**src/rtl/crc8fr_pkg.sv**
```systemverilog
// Shared types, constants and the CRC-8 byte update for the CRC-8 frame receiver.
`default_nettype none

package crc8fr_pkg;

  // Frame format constants.
  localparam logic [7:0]  HdrFirst       = 8'hFE;
  localparam logic [7:0]  HdrSecond      = 8'hFF;
  localparam logic [7:0]  CrcPoly        = 8'h07;
  localparam logic [7:0]  CrcInit        = 8'h00;
  localparam logic [23:0] LenSat         = 24'hFF_FFFF;
  localparam logic [23:0] MaxLenReset    = 24'd4096;
  localparam int          LenFieldBytesDef = 4;
  localparam int          LenAccumW      = 32;
  localparam int          LenIdxW        = 2;

  // Status codes carried on end-of-frame items.
  localparam logic [1:0]  StOk     = 2'd0;
  localparam logic [1:0]  StBadCrc = 2'd1;
  localparam logic [1:0]  StBadLen = 2'd2;

  // Packed widths of the output item.
  localparam int OutDataW = 40;

  // One result from the parser toward the output register.
  typedef struct packed {
    logic        valid;
    logic        is_status;
    logic [7:0]  payload_byte;
    logic [1:0]  status;
    logic [23:0] frame_length;
  } crc8fr_res_t;

  // CRC-8 over one byte, MSB first, no reflection, no final XOR.
  function automatic logic [7:0] crc8_update(input logic [7:0] crc, input logic [7:0] data);
    logic [7:0] c;
    c = crc ^ data;
    for (int b = 0; b < 8; b++) begin
      if (c[7]) begin
        c = {c[6:0], 1'b0} ^ CrcPoly;
      end else begin
        c = {c[6:0], 1'b0};
      end
    end
    return c;
  endfunction

endpackage

`default_nettype wire

```
**src/rtl/crc8fr_parser.sv**
```systemverilog
// Frame parser: header hunt, length collection, CRC tracking and result formation.
`default_nettype none

module crc8fr_parser #(
  parameter int LenFieldBytes = crc8fr_pkg::LenFieldBytesDef
) (
  input  wire                       clk_i,
  input  wire                       rst_ni,
  input  wire                       accept_i,
  input  wire  [7:0]                in_byte_i,
  input  wire  [23:0]               max_len_i,
  output crc8fr_pkg::crc8fr_res_t   res_o
);
  import crc8fr_pkg::*;

  // Parser phases.
  localparam logic [2:0] PhHunt1   = 3'd0;
  localparam logic [2:0] PhHunt2   = 3'd1;
  localparam logic [2:0] PhLen     = 3'd2;
  localparam logic [2:0] PhPayload = 3'd3;
  localparam logic [2:0] PhCheck   = 3'd4;

  localparam logic [2:0] LenBytes = 3'(LenFieldBytes);

  logic [2:0]           phase_q, phase_d;
  logic [LenAccumW-1:0] accum_q, accum_d;
  logic [LenIdxW-1:0]   idx_q, idx_d;
  logic [23:0]          remain_q, remain_d;
  logic [7:0]           crc_q, crc_d;

  logic [LenAccumW-1:0] accum_new;
  logic [23:0]          len_sat;
  logic [23:0]          remain_dec;
  logic [7:0]           crc_next;
  crc8fr_res_t          res;

  // Length field with the current byte merged in.
  always_comb begin
    accum_new = accum_q;
    accum_new[{idx_q, 3'b000} +: 8] = accum_q[{idx_q, 3'b000} +: 8] | in_byte_i;
  end

  assign remain_dec = remain_q - 24'd1;
  assign crc_next   = crc8_update(crc_q, in_byte_i);

  // Next state and result for the byte on the input.
  always_comb begin
    phase_d  = phase_q;
    accum_d  = accum_q;
    idx_d    = idx_q;
    remain_d = remain_q;
    crc_d    = crc_q;
    res      = '0;
    len_sat  = (accum_q > LenAccumW'(LenSat)) ? LenSat : accum_q[23:0];
    unique case (phase_q)
      PhHunt1: begin
        if (in_byte_i == HdrFirst) begin
          phase_d = PhHunt2;
        end
      end
      PhHunt2: begin
        if (in_byte_i == HdrSecond) begin
          phase_d = PhLen;
          accum_d = '0;
          idx_d   = '0;
        end else if (in_byte_i != HdrFirst) begin
          phase_d = PhHunt1;
        end
      end
      PhLen: begin
        accum_d = accum_new;
        len_sat = (accum_new > LenAccumW'(LenSat)) ? LenSat : accum_new[23:0];
        if (({1'b0, idx_q} + 3'd1) < LenBytes) begin
          idx_d = idx_q + LenIdxW'(1);
        end else begin
          idx_d = '0;
          if ((accum_new == '0) || (accum_new > LenAccumW'(max_len_i))) begin
            phase_d          = PhHunt1;
            res.valid        = 1'b1;
            res.is_status    = 1'b1;
            res.status       = StBadLen;
            res.frame_length = len_sat;
          end else begin
            crc_d    = CrcInit;
            remain_d = accum_new[23:0] - 24'd1;
            phase_d  = (accum_new[23:0] == 24'd1) ? PhCheck : PhPayload;
          end
        end
      end
      PhPayload: begin
        crc_d            = crc_next;
        remain_d         = remain_dec;
        res.valid        = 1'b1;
        res.payload_byte = in_byte_i;
        if (remain_dec == 24'd0) begin
          phase_d = PhCheck;
        end
      end
      PhCheck: begin
        phase_d          = PhHunt1;
        res.valid        = 1'b1;
        res.is_status    = 1'b1;
        res.status       = (in_byte_i == crc_q) ? StOk : StBadCrc;
        res.frame_length = len_sat;
      end
      default: begin
        phase_d = PhHunt1;
      end
    endcase
  end

  // State registers advance only on an accepted item.
  always_ff @(posedge clk_i or negedge rst_ni) begin
    if (!rst_ni) begin
      phase_q  <= PhHunt1;
      accum_q  <= '0;
      idx_q    <= '0;
      remain_q <= '0;
      crc_q    <= CrcInit;
    end else if (accept_i) begin
      phase_q  <= phase_d;
      accum_q  <= accum_d;
      idx_q    <= idx_d;
      remain_q <= remain_d;
      crc_q    <= crc_d;
    end
  end

  assign res_o = res;

endmodule

`default_nettype wire

```
**src/rtl/crc8_frame_receiver_top.sv**
```systemverilog
// Top level of the CRC-8 frame receiver: stream ports, configuration and output register.
//
// Usage: received bytes enter on the s_axis channel, one byte per item in
// s_axis_tdata[7:0]. The receiver hunts the header 0xFE 0xFF, gathers a
// little-endian length (payload plus check byte), forwards each payload byte
// and finally reports a status. Results leave on the m_axis channel; tuser
// marks a status item, tdata carries payload byte, status and frame length.
// The cfg channel writes the maximum accepted length (reset 4096); write it
// only while no frame is in flight.
// Output: a result is registered and appears on m_axis in the cycle after its input byte is taken.
// Throughput: one byte per cycle while m_axis is not stalled; the parser state updates in one pass of
// logic, with the CRC-8 byte update as an unrolled XOR network.
// Stall: s_axis_tready is high whenever the output register is empty or being
// drained in the same cycle, so a stalled m_axis holds one result and stops
// input until it is taken.
// Reset: the parser returns to header hunting, the output register empties
// and the maximum length returns to 4096.
`default_nettype none

module crc8_frame_receiver_top #(
  parameter int LenFieldBytes = crc8fr_pkg::LenFieldBytesDef
) (
  input  wire                          clk_i,
  input  wire                          rst_ni,
  // Input stream
  input  wire                          s_axis_tvalid,
  output logic                         s_axis_tready,
  input  wire  [7:0]                   s_axis_tdata,   // [7:0] in_byte
  // Output stream
  output logic                         m_axis_tvalid,
  input  wire                          m_axis_tready,
  output logic [crc8fr_pkg::OutDataW-1:0] m_axis_tdata, // [7:0] payload_byte, [9:8] status,
                                                        // [33:10] frame_length, rest zero
  output logic                         m_axis_tuser,   // [0] is_status
  // Configuration write
  input  wire                          cfg_valid_i,
  output logic                         cfg_ready_o,
  input  wire  [23:0]                  cfg_data_i      // max_frame_length
);
  import crc8fr_pkg::*;

  logic [23:0]          max_len_q;
  logic                 accept;
  crc8fr_res_t          res;
  logic                 out_valid_q;
  logic                 out_user_q;
  logic [OutDataW-1:0]  out_data_q;

  // Configuration register, always ready.
  assign cfg_ready_o = 1'b1;

  always_ff @(posedge clk_i or negedge rst_ni) begin
    if (!rst_ni) begin
      max_len_q <= MaxLenReset;
    end else if (cfg_valid_i && cfg_ready_o) begin
      max_len_q <= cfg_data_i;
    end
  end

  // Input is taken when the output register is free or draining.
  assign s_axis_tready = !out_valid_q || m_axis_tready;
  assign accept        = s_axis_tvalid && s_axis_tready;

  crc8fr_parser #(
    .LenFieldBytes(LenFieldBytes)
  ) u_parser (
    .clk_i     (clk_i),
    .rst_ni    (rst_ni),
    .accept_i  (accept),
    .in_byte_i (s_axis_tdata),
    .max_len_i (max_len_q),
    .res_o     (res)
  );

  // Output register valid flag.
  always_ff @(posedge clk_i or negedge rst_ni) begin
    if (!rst_ni) begin
      out_valid_q <= 1'b0;
    end else if (s_axis_tready) begin
      out_valid_q <= accept && res.valid;
    end
  end

  // Output register payload.
  always_ff @(posedge clk_i) begin
    if (accept && res.valid) begin
      out_user_q <= res.is_status;
      out_data_q <= {(OutDataW - 34)'(0), res.frame_length, res.status, res.payload_byte};
    end
  end

  assign m_axis_tvalid = out_valid_q;
  assign m_axis_tuser  = out_user_q;
  assign m_axis_tdata  = out_data_q;

  // A full, stalled output register must block the input side.
  a_stall_blocks_input: assert property (@(posedge clk_i) disable iff (!rst_ni)
    (m_axis_tvalid && !m_axis_tready) |-> !s_axis_tready)
    else $error("input accepted while output register is stalled");

  // Payload items carry no status or length.
  a_payload_clean: assert property (@(posedge clk_i) disable iff (!rst_ni)
    (m_axis_tvalid && !m_axis_tuser) |-> (m_axis_tdata[33:8] == 26'd0))
    else $error("payload item with nonzero status or length");

  // Status code stays within the defined codes.
  a_status_code: assert property (@(posedge clk_i) disable iff (!rst_ni)
    m_axis_tvalid |-> (m_axis_tdata[9:8] == StOk || m_axis_tdata[9:8] == StBadCrc ||
                       m_axis_tdata[9:8] == StBadLen))
    else $error("undefined status code on output");

endmodule

`default_nettype wire
```
**config.mk**
```make
export PLATFORM = sky130hd
export DESIGN_NAME = crc8_frame_receiver_top
export DESIGN_NICKNAME = d
export VERILOG_FILES = /design/src/rtl/crc8fr_pkg.sv /design/src/rtl/crc8fr_parser.sv /design/src/rtl/crc8_frame_receiver_top.sv
export SDC_FILE = /design/constraint.sdc
export NUM_CORES = 1
export LEC_CHECK = 0
export BUFFER_PORTS_ARGS = -buffer_cell sky130_fd_sc_hd__buf_2
export CAP_MARGIN = 20
export CORE_MARGIN = 2
export CORE_UTILIZATION = 35
export DETAILED_ROUTE_END_ITERATION = 10
export PLACE_DENSITY = 0.49
export SETUP_SLACK_MARGIN = 0.2
export SLEW_MARGIN = 20
export SYNTH_ARGS = -nofsm -noshare
export SYNTH_HDL_FRONTEND = slang
export SYNTH_HIERARCHICAL = 1
export SYNTH_SLANG_ARGS = --single-unit
```
**constraint.sdc**
```tcl
create_clock -name clk_i -period 6.48 [get_ports clk_i]
set_input_delay 0.324 -clock clk_i [delete_from_list [all_inputs] [get_ports clk_i]]
set_output_delay 0.324 -clock clk_i [all_outputs]
set_load 0.02 [all_outputs]
```
==> flow_metrics.py, run 1 <==
metrics = {
    "logic_synthesis": {
        "synth-warning-count": 6,
        "synth-adder-area-share": 0.0530,
        "synth-seq-area-share": 0.379,
        "post_synth_and_or_nand_nor_area_fraction": 0.194,
        "yosys.area_share.xor_xnor": 0.0371,
        "synth_ff_type": "dfrtp_1",
        "synth.lib_cells_used.distinct": 92,
        "syn-mean-instance-area_sq_um": 9.12,
        "async_flop_share": 0.729,
        "synthMuxAreaShare": 0.0445,
        "synth_top_family_by_area": "compound AO/OA/AOI/OAI gates",
        "synth_area_leaders": "dfrtp_1 (26%), edfxtp_1 (12%), ha_1 (5.3%)",
        "post_synth_inst_count": 984,
        "cell_with_the_most_instances_after_synthesis": "nor2_1",
        "netlist_area_before_placement_sq_um": 8970,
        "post_synth_most_frequent_cells": "nor2_1 (122), dfrtp_1 (93), nand2_1 (68), a21oi_1 (60), o21ai_0 (54)",
        "yosys_top_cell_area_share": 0.259,
        "yosysTopAreaCell": "dfrtp_1",
        "synth_edf_count": 35,
        "area_fraction_in_compound_gates_after_synthesis": 0.227,
        "synth.ff_latch_count": 129,
    },
    "cts": {
        "tritoncts_clock_tree": "built",
        "cts-buffers-inserted": 17,
        "cts-hold-fix-buffers": 1,
        "worst_skew_late_latency_ns": 0.44,
        "max-clock-path-buffers": 2,
        "clk_transition_reported_paths_ns": 0.07,
        "clock_tree.htree_level_count": 4,
        "clockRootBuffer": "clkbuf_16",
        "post_cts_setup_buffers": 0,
        "cts_sinks": 129,
        "cts-resized-gates": 0,
    },
    "floorplanning": {
        "chipWidth_um": 164,
        "core.rowCount": 58,
        "floorplan.core_area_sq_um": 25200,
        "die-height_um": 164,
        "io-pin-count": 81,
        "fp.dieArea_sq_um": 26900,
        "floorplan.initialDensity": 0.356,
    },
    "placement": {
        "placed_cells_incl_taps": 1339,
        "port_buffers": 73,
        "postPlaceCellArea_sq_um": 9520,
        "post-dp-hpwl_um": 21600,
        "routabilityCongestion": 0.903,
    },
    "layout": {
        "synth_to_layout_area_growth_pct": 12.9,
        "final_core_utilization": 0.402,
        "drive_above_1_share": 0.190,
        "design.final.nets": 1104,
        "design_area_sq_um": 10100,
        "finished_layout_cells": 1373,
    },
    "timing": {
        "fmaxAchievable_ghz": 0.170,
        "rsz_0062_raised_after_global_routing": "false",
        "hold_viol": 0,
        "setup_total_negative_slack_ns": 0,
        "fin_skew_ns": 0.0148,
        "worstMarginPinSlew_ns": 1.06,
        "timing.final.crit_period_ns": 5.88,
        "period_share": 0.908,
        "slew-limit-headroom": 0.286,
        "finalSetupViolCount": 0,
        "slew_viol_final": 0,
    },
    "detailed_routing": {
        "drt_pass1_iterations": 7,
        "routed_wirelength_um": 30900,
        "remaining_drc_errors": 0,
        "dr_total_vias": 7909,
        "drt_iter0_drc": 807,
        "detail_route.wl_per_cell_um": 22.5,
        "final_antenna_net_count": 0,
        "vias_per_cell": 5.76,
    },
    "min_path": {
        "hold_path.class": "in -> reg",
        "min_from": "cfg_data_i[8]",
        "holdPathEnd": "max_len_q[8]$_DFFE_PN0P_",
        "worst_hold_path_depth": 2,
    },
    "setup_path": {
        "crit_path_start_kind": "register",
        "crit-reg2reg-capture": "m_axis_tdata[16]$_DFFE_PP_",
        "r2r_slack_ns": 0.60,
        "worst_ep_required_time_ns": 6.61,
        "cp-end-kind": "register",
        "crit_path_arrival_time_ns": 6.02,
        "worstReg2RegStart": "u_parser/idx_q[0]$_DFFE_PN0P_",
        "timing_worst_setup_path_type": "reg -> reg",
        "timing.reg2reg.worst_path_depth": 18,
        "critical_path_peak_fanout": 35,
    },
    "global_routing": {
        "number_of_antenna_violations_at_the_first_check_in_global_routing": 0,
        "first_global_vias": 7344,
        "largest_net_degree_at_the_start_of_global_routing": 56,
        "globalRouteTotalUtil": 0.233,
        "grt_first_pass_wirelength_um": 46600,
        "total_gr_overflow": 0,
    },
    "power": {
        "p_leak_nw": 4.36,
        "irDropWorstVdd_mv": 0.147,
        "power_density_nw_per_um2": 236,
    },
    "outcome": {
        "outcome": "completed",
    },
    "job": {
        "max-cap-violations": 0,
    },
}
==> sequential cells by signal, indices dropped and copies added, names as in the netlist <==
name	cells
m_axis_tdata	34
u_parser/accum_q	32
max_len_q	24
u_parser/remain_q	24
u_parser/crc_q	8
u_parser/phase_q	3
u_parser/idx_q	2
m_axis_tuser	1
m_axis_tvalid	1
==> metal layers <==
metal	vias up	global-route usage	wire (um)
met5	-	0	0
met4	0	0.0873	776
met3	42	0.0467	2210
met2	338	0.340	13400
met1	3857	0.338	14400
li1	3672	-	-
==> cells in the final DEF (no fill, tap or decap), types with 8 or more instances in the layout <==
cell	n
clkbuf_16	17
or3_1	10
o21ai_1	8
nand2_1	68
xor2_1	11
o22ai_1	21
nor2_1	122
xnor2_1	27
nor3_1	26
buf_4	20
o22ai_2	17
nand3_1	22
nand4_1	8
and2_1	9
nor4_1	19
inv_1	45
mux2_4	20
o21ai_0	54
a21oi_1	60
dfrtp_1	93
o31ai_1	14
nand2b_1	12
nor2b_1	8
edfxtp_1	35
a22o_1	23
buf_2	72
ha_1	38
==> stage by stage <==
step / hold WS [ns] / setup WS (ns) / power (mW)
final: 0.108 / 0.596 / 2.39
after floorplan: 0.0284 / 0.658 / 1.29
after detailed placement: 0.364 / 0.716 / 1.41
after global placement: 0.364 / 0.947 / 1.42
after CTS: 0.100 / 0.687 / 2.41
after global routing: 0.0981 / 0.267 / 2.50
==> worst max path at each step <==
stage,from,end,slack [ns],depth (start not counted)
floorplan,u_parser/idx_q[1]$_DFFE_PN0P_,m_axis_tdata[0]$_DFFE_PP_,0.66,21
global placement,u_parser/idx_q[0]$_DFFE_PN0P_,m_axis_tdata[12]$_DFFE_PP_,0.95,18
detailed placement,u_parser/idx_q[0]$_DFFE_PN0P_,m_axis_tdata[12]$_DFFE_PP_,0.72,18
CTS,u_parser/idx_q[0]$_DFFE_PN0P_,m_axis_tdata[16]$_DFFE_PP_,0.69,18
global route,u_parser/idx_q[0]$_DFFE_PN0P_,m_axis_tdata[8]$_DFFE_PP_,0.27,18
finish,u_parser/idx_q[0]$_DFFE_PN0P_,m_axis_tdata[16]$_DFFE_PP_,0.60,18
==> critical path, stage by stage (launching register included) <==
cell      delay [ns]
dfrtp_1         0.70
inv_1           0.27
ha_1            0.47
or4b_1          0.54
nand2_1         0.37
nand2_1         0.10
o21ai_0         0.23
ha_1            0.36
a21o_1          0.19
nand3_1         0.07
a211oi_1        0.07
a2111o_1        0.38
o211ai_1        0.43
and3b_1         0.27
nand3b_4        0.48
nand3_1         0.13
nand2_1         0.16
nor2b_4         0.05
buf_4           0.28
==> cell families (layout without fill, tap and decap cells) <==
logic type	Yosys count	count (layout)
AOI/OAI and AO/OA	285	285
xor gates and xnor gates	38	38
adders and majority gates	38	38
buffers and inverters	119	172
DFF	129	129
muxes	28	28
other	2	8
and+or+nand+nor	345	345
==> where the power goes <==
group          switching (mW)  internal (mW)  total (mW)
Clock                   0.438          0.548       0.986
Combinational           0.249          0.179       0.428
Sequential             0.0839          0.894       0.978
==> final cells by class <==
cell class | count | area [sq um]
sequential | 129 | 3400
clock inverter | 15 | 166
fill | 2536 | 15100
clock buffer | 17 | 425
multi-input combinational | 741 | 5020
timing repair buffer | 93 | 520
tap | 330 | 413
antenna | 1 | 2.50
inverter | 47 | 176
(Power assumes the default switching activity.)
==> run 2, diff against run 1 <==
==> constraint.sdc (replaced) <==
create_clock -name clk_i -period 6.48 [get_ports clk_i]
set_input_delay 1.296 -clock clk_i [delete_from_list [all_inputs] [get_ports clk_i]]
set_output_delay 1.296 -clock clk_i [all_outputs]
set_load 0.02 [all_outputs]
==> run 2 against run 1 <==
  * Count of clock-buffer cells in the layout is the same
  * Non-clock buffer count shrank 1
  * Global-route usage is 0.13 points higher
  * Register-to-register slack improved by 0.32 ns
  * Largest power group is now sequential cells
  * Combinational power increased by 2%
  * Cell count shrank 0.15%
  * Clock power fell by 4.2%
==> flow_metrics.py, run 2 (same netlist as run 1, synthesis figures left out) <==
metrics = {
    "timing": {
        "finalSetupViolCount": 0,
        "slew_viol_final": 0,
        "setup_total_negative_slack_ns": 0,
        "rsz_0062_raised_after_global_routing": "false",
        "hold_slack_ns": 0.506,
        "slew-limit-headroom": 0.348,
        "fmaxAchievable_ghz": 0.180,
        "hold_viol": 0,
        "fin_skew_ns": 0.0128,
        "layout_setup_ws_ns": 0.920,
        "period_share": 0.858,
        "timing.final.crit_period_ns": 5.56,
        "worstMarginPinSlew_ns": 0.971,
    },
    "floorplanning": {
        "core.rowCount": 58,
        "floorplan.initialDensity": 0.356,
        "chipWidth_um": 164,
        "io-pin-count": 81,
        "die-height_um": 164,
        "floorplan.core_area_sq_um": 25200,
        "fp.dieArea_sq_um": 26900,
    },
    "layout": {
        "mostFrequentLayoutCell": "nor2_1",
        "largest_register_ffs": 34,
        "drive_above_1_share": 0.191,
        "synth_to_layout_area_growth_pct": 12.4,
        "finished_layout_cells": 1371,
        "layout.cells.most_common_list": "nor2_1 (122), dfrtp_1 (93), buf_2 (72), nand2_1 (68), a21oi_1 (60)",
        "design.final.nets": 1103,
        "antenna_cells_inserted": 0,
        "final_core_utilization": 0.400,
    },
    "global_routing": {
        "globalRouteMet2Util": 0.336,
        "first_global_vias": 7319,
        "globalRouteTotalUtil": 0.234,
        "grt_first_pass_wirelength_um": 46900,
        "met3_track_usage_gr": 0.0508,
        "top_usage_layer": "met1",
        "largest_net_degree_at_the_start_of_global_routing": 61,
        "total_gr_overflow": 0,
        "number_of_antenna_violations_at_the_first_check_in_global_routing": 1,
        "grt_use_met1": 0.348,
    },
    "cts": {
        "cts-hold-fix-buffers": 0,
        "max-clock-path-buffers": 2,
        "cts-buffers-inserted": 17,
        "post_cts_setup_buffers": 0,
        "cts_sinks": 129,
        "clk_transition_reported_paths_ns": 0.07,
        "tritoncts_clock_tree": "built",
        "clock_tree.htree_level_count": 4,
        "clockRootBuffer": "clkbuf_16",
        "cts-resized-gates": 0,
        "worst_skew_late_latency_ns": 0.44,
    },
    "job": {
        "max-cap-violations": 0,
    },
    "power": {
        "p_leak_nw": 4.33,
        "power_density_nw_per_um2": 234,
        "irDropWorstVdd_mv": 0.118,
    },
    "detailed_routing": {
        "detail_route.wl_per_cell_um": 22.3,
        "dr_total_vias": 7925,
        "drt_pass1_iterations": 5,
        "routed_wirelength_um": 30500,
        "vias_per_cell": 5.78,
        "drt_iter0_drc": 878,
        "final_antenna_net_count": 0,
        "remaining_drc_errors": 0,
    },
    "placement": {
        "port_buffers": 73,
        "post-dp-hpwl_um": 21900,
        "place_worst_setup_slack_ns": 1.03,
        "routabilityCongestion": 0.915,
        "placed_cells_incl_taps": 1339,
    },
    "setup_path": {
        "critical_path_peak_fanout": 32,
        "timing_worst_setup_path_type": "reg -> reg",
        "crit_path_start_kind": "register",
        "cp-end-kind": "register",
        "worst_ep_required_time_ns": 6.57,
        "crit_path_arrival_time_ns": 5.65,
    },
    "min_path": {
        "hold_path.class": "reg -> reg",
    },
    "outcome": {
        "outcome": "completed",
    },
}
-- run 2: cell types whose count changed in the layout (fill, tap and decap cells not counted), sizes merged --
cell,delta
clkinvlp,+3
bufinv,-1
clkinv,-3
dlygate4sd3,-1
inv,+1
diode,-1
-- run 2: worst paths after layout --
path,from,endpoint,slack [ns],depth (start not counted)
setup / recovery,u_parser/idx_q[0]$_DFFE_PN0P_,m_axis_tdata[12]$_DFFE_PP_,0.92,16
hold / removal,u_parser/crc_q[4]$_DFFE_PN0P_,u_parser/crc_q[4]$_DFFE_PN0P_,0.51,1
setup reg to reg,u_parser/idx_q[0]$_DFFE_PN0P_,m_axis_tdata[12]$_DFFE_PP_,0.92,16
hold reg to reg,u_parser/crc_q[4]$_DFFE_PN0P_,u_parser/crc_q[4]$_DFFE_PN0P_,0.51,1
max in group asynchronous,rst_ni,u_parser/crc_q[5]$_DFFE_PN0P_,4.41,2
min in group asynchronous,rst_ni,u_parser/accum_q[13]$_DFFE_PN0P_,0.81,1
-- run 2: per-layer routing --
metal	vias up	wire length, um
met1	3904	14200
met2	320	13300
met4	0	680
li1	3664	-
met5	-	0
met3	37	2310
-- run 2: power by group --
part	switching, mW	total [mW]	internal [mW]
clock	0.439	0.945	0.506
combinational	0.256	0.435	0.179
sequential	0.0848	0.979	0.894
-- run 2: per-stage QoR --
stage	power (mW)	instance area, sq um
6_report	2.36	10100
4_1_cts	2.37	10100
2_1_floorplan	1.29	8990
3_3_place_gp	1.42	9520
5_1_grt	2.47	10100
3_5_place_dp	1.42	9520
-- run 2: worst max-delay path: stages, from the launching register on --
cell	delay, ns
dfrtp_1	0.65
inv_1	0.23
ha_1	0.49
or4b_1	0.17
nand2_1	0.28
a21oi_2	0.57
ha_1	0.29
inv_1	0.08
a211oi_4	0.35
nand4_2	0.28
or4_4	0.50
and3b_1	0.22
nand3b_4	0.17
nand3_1	0.10
nand2_1	0.11
nor2b_4	0.25
buf_4	0.43
-- run 2: layout make-up --
cell class	instances	area, sq um
Sequential cell	129	3400
Timing Repair Buffer	92	510
Clock inverter	15	134
Tap cell	330	413
Fill cell	2549	15100
Inverter	47	176
Multi-Input combinational cell	741	5020
Clock buffer	17	425
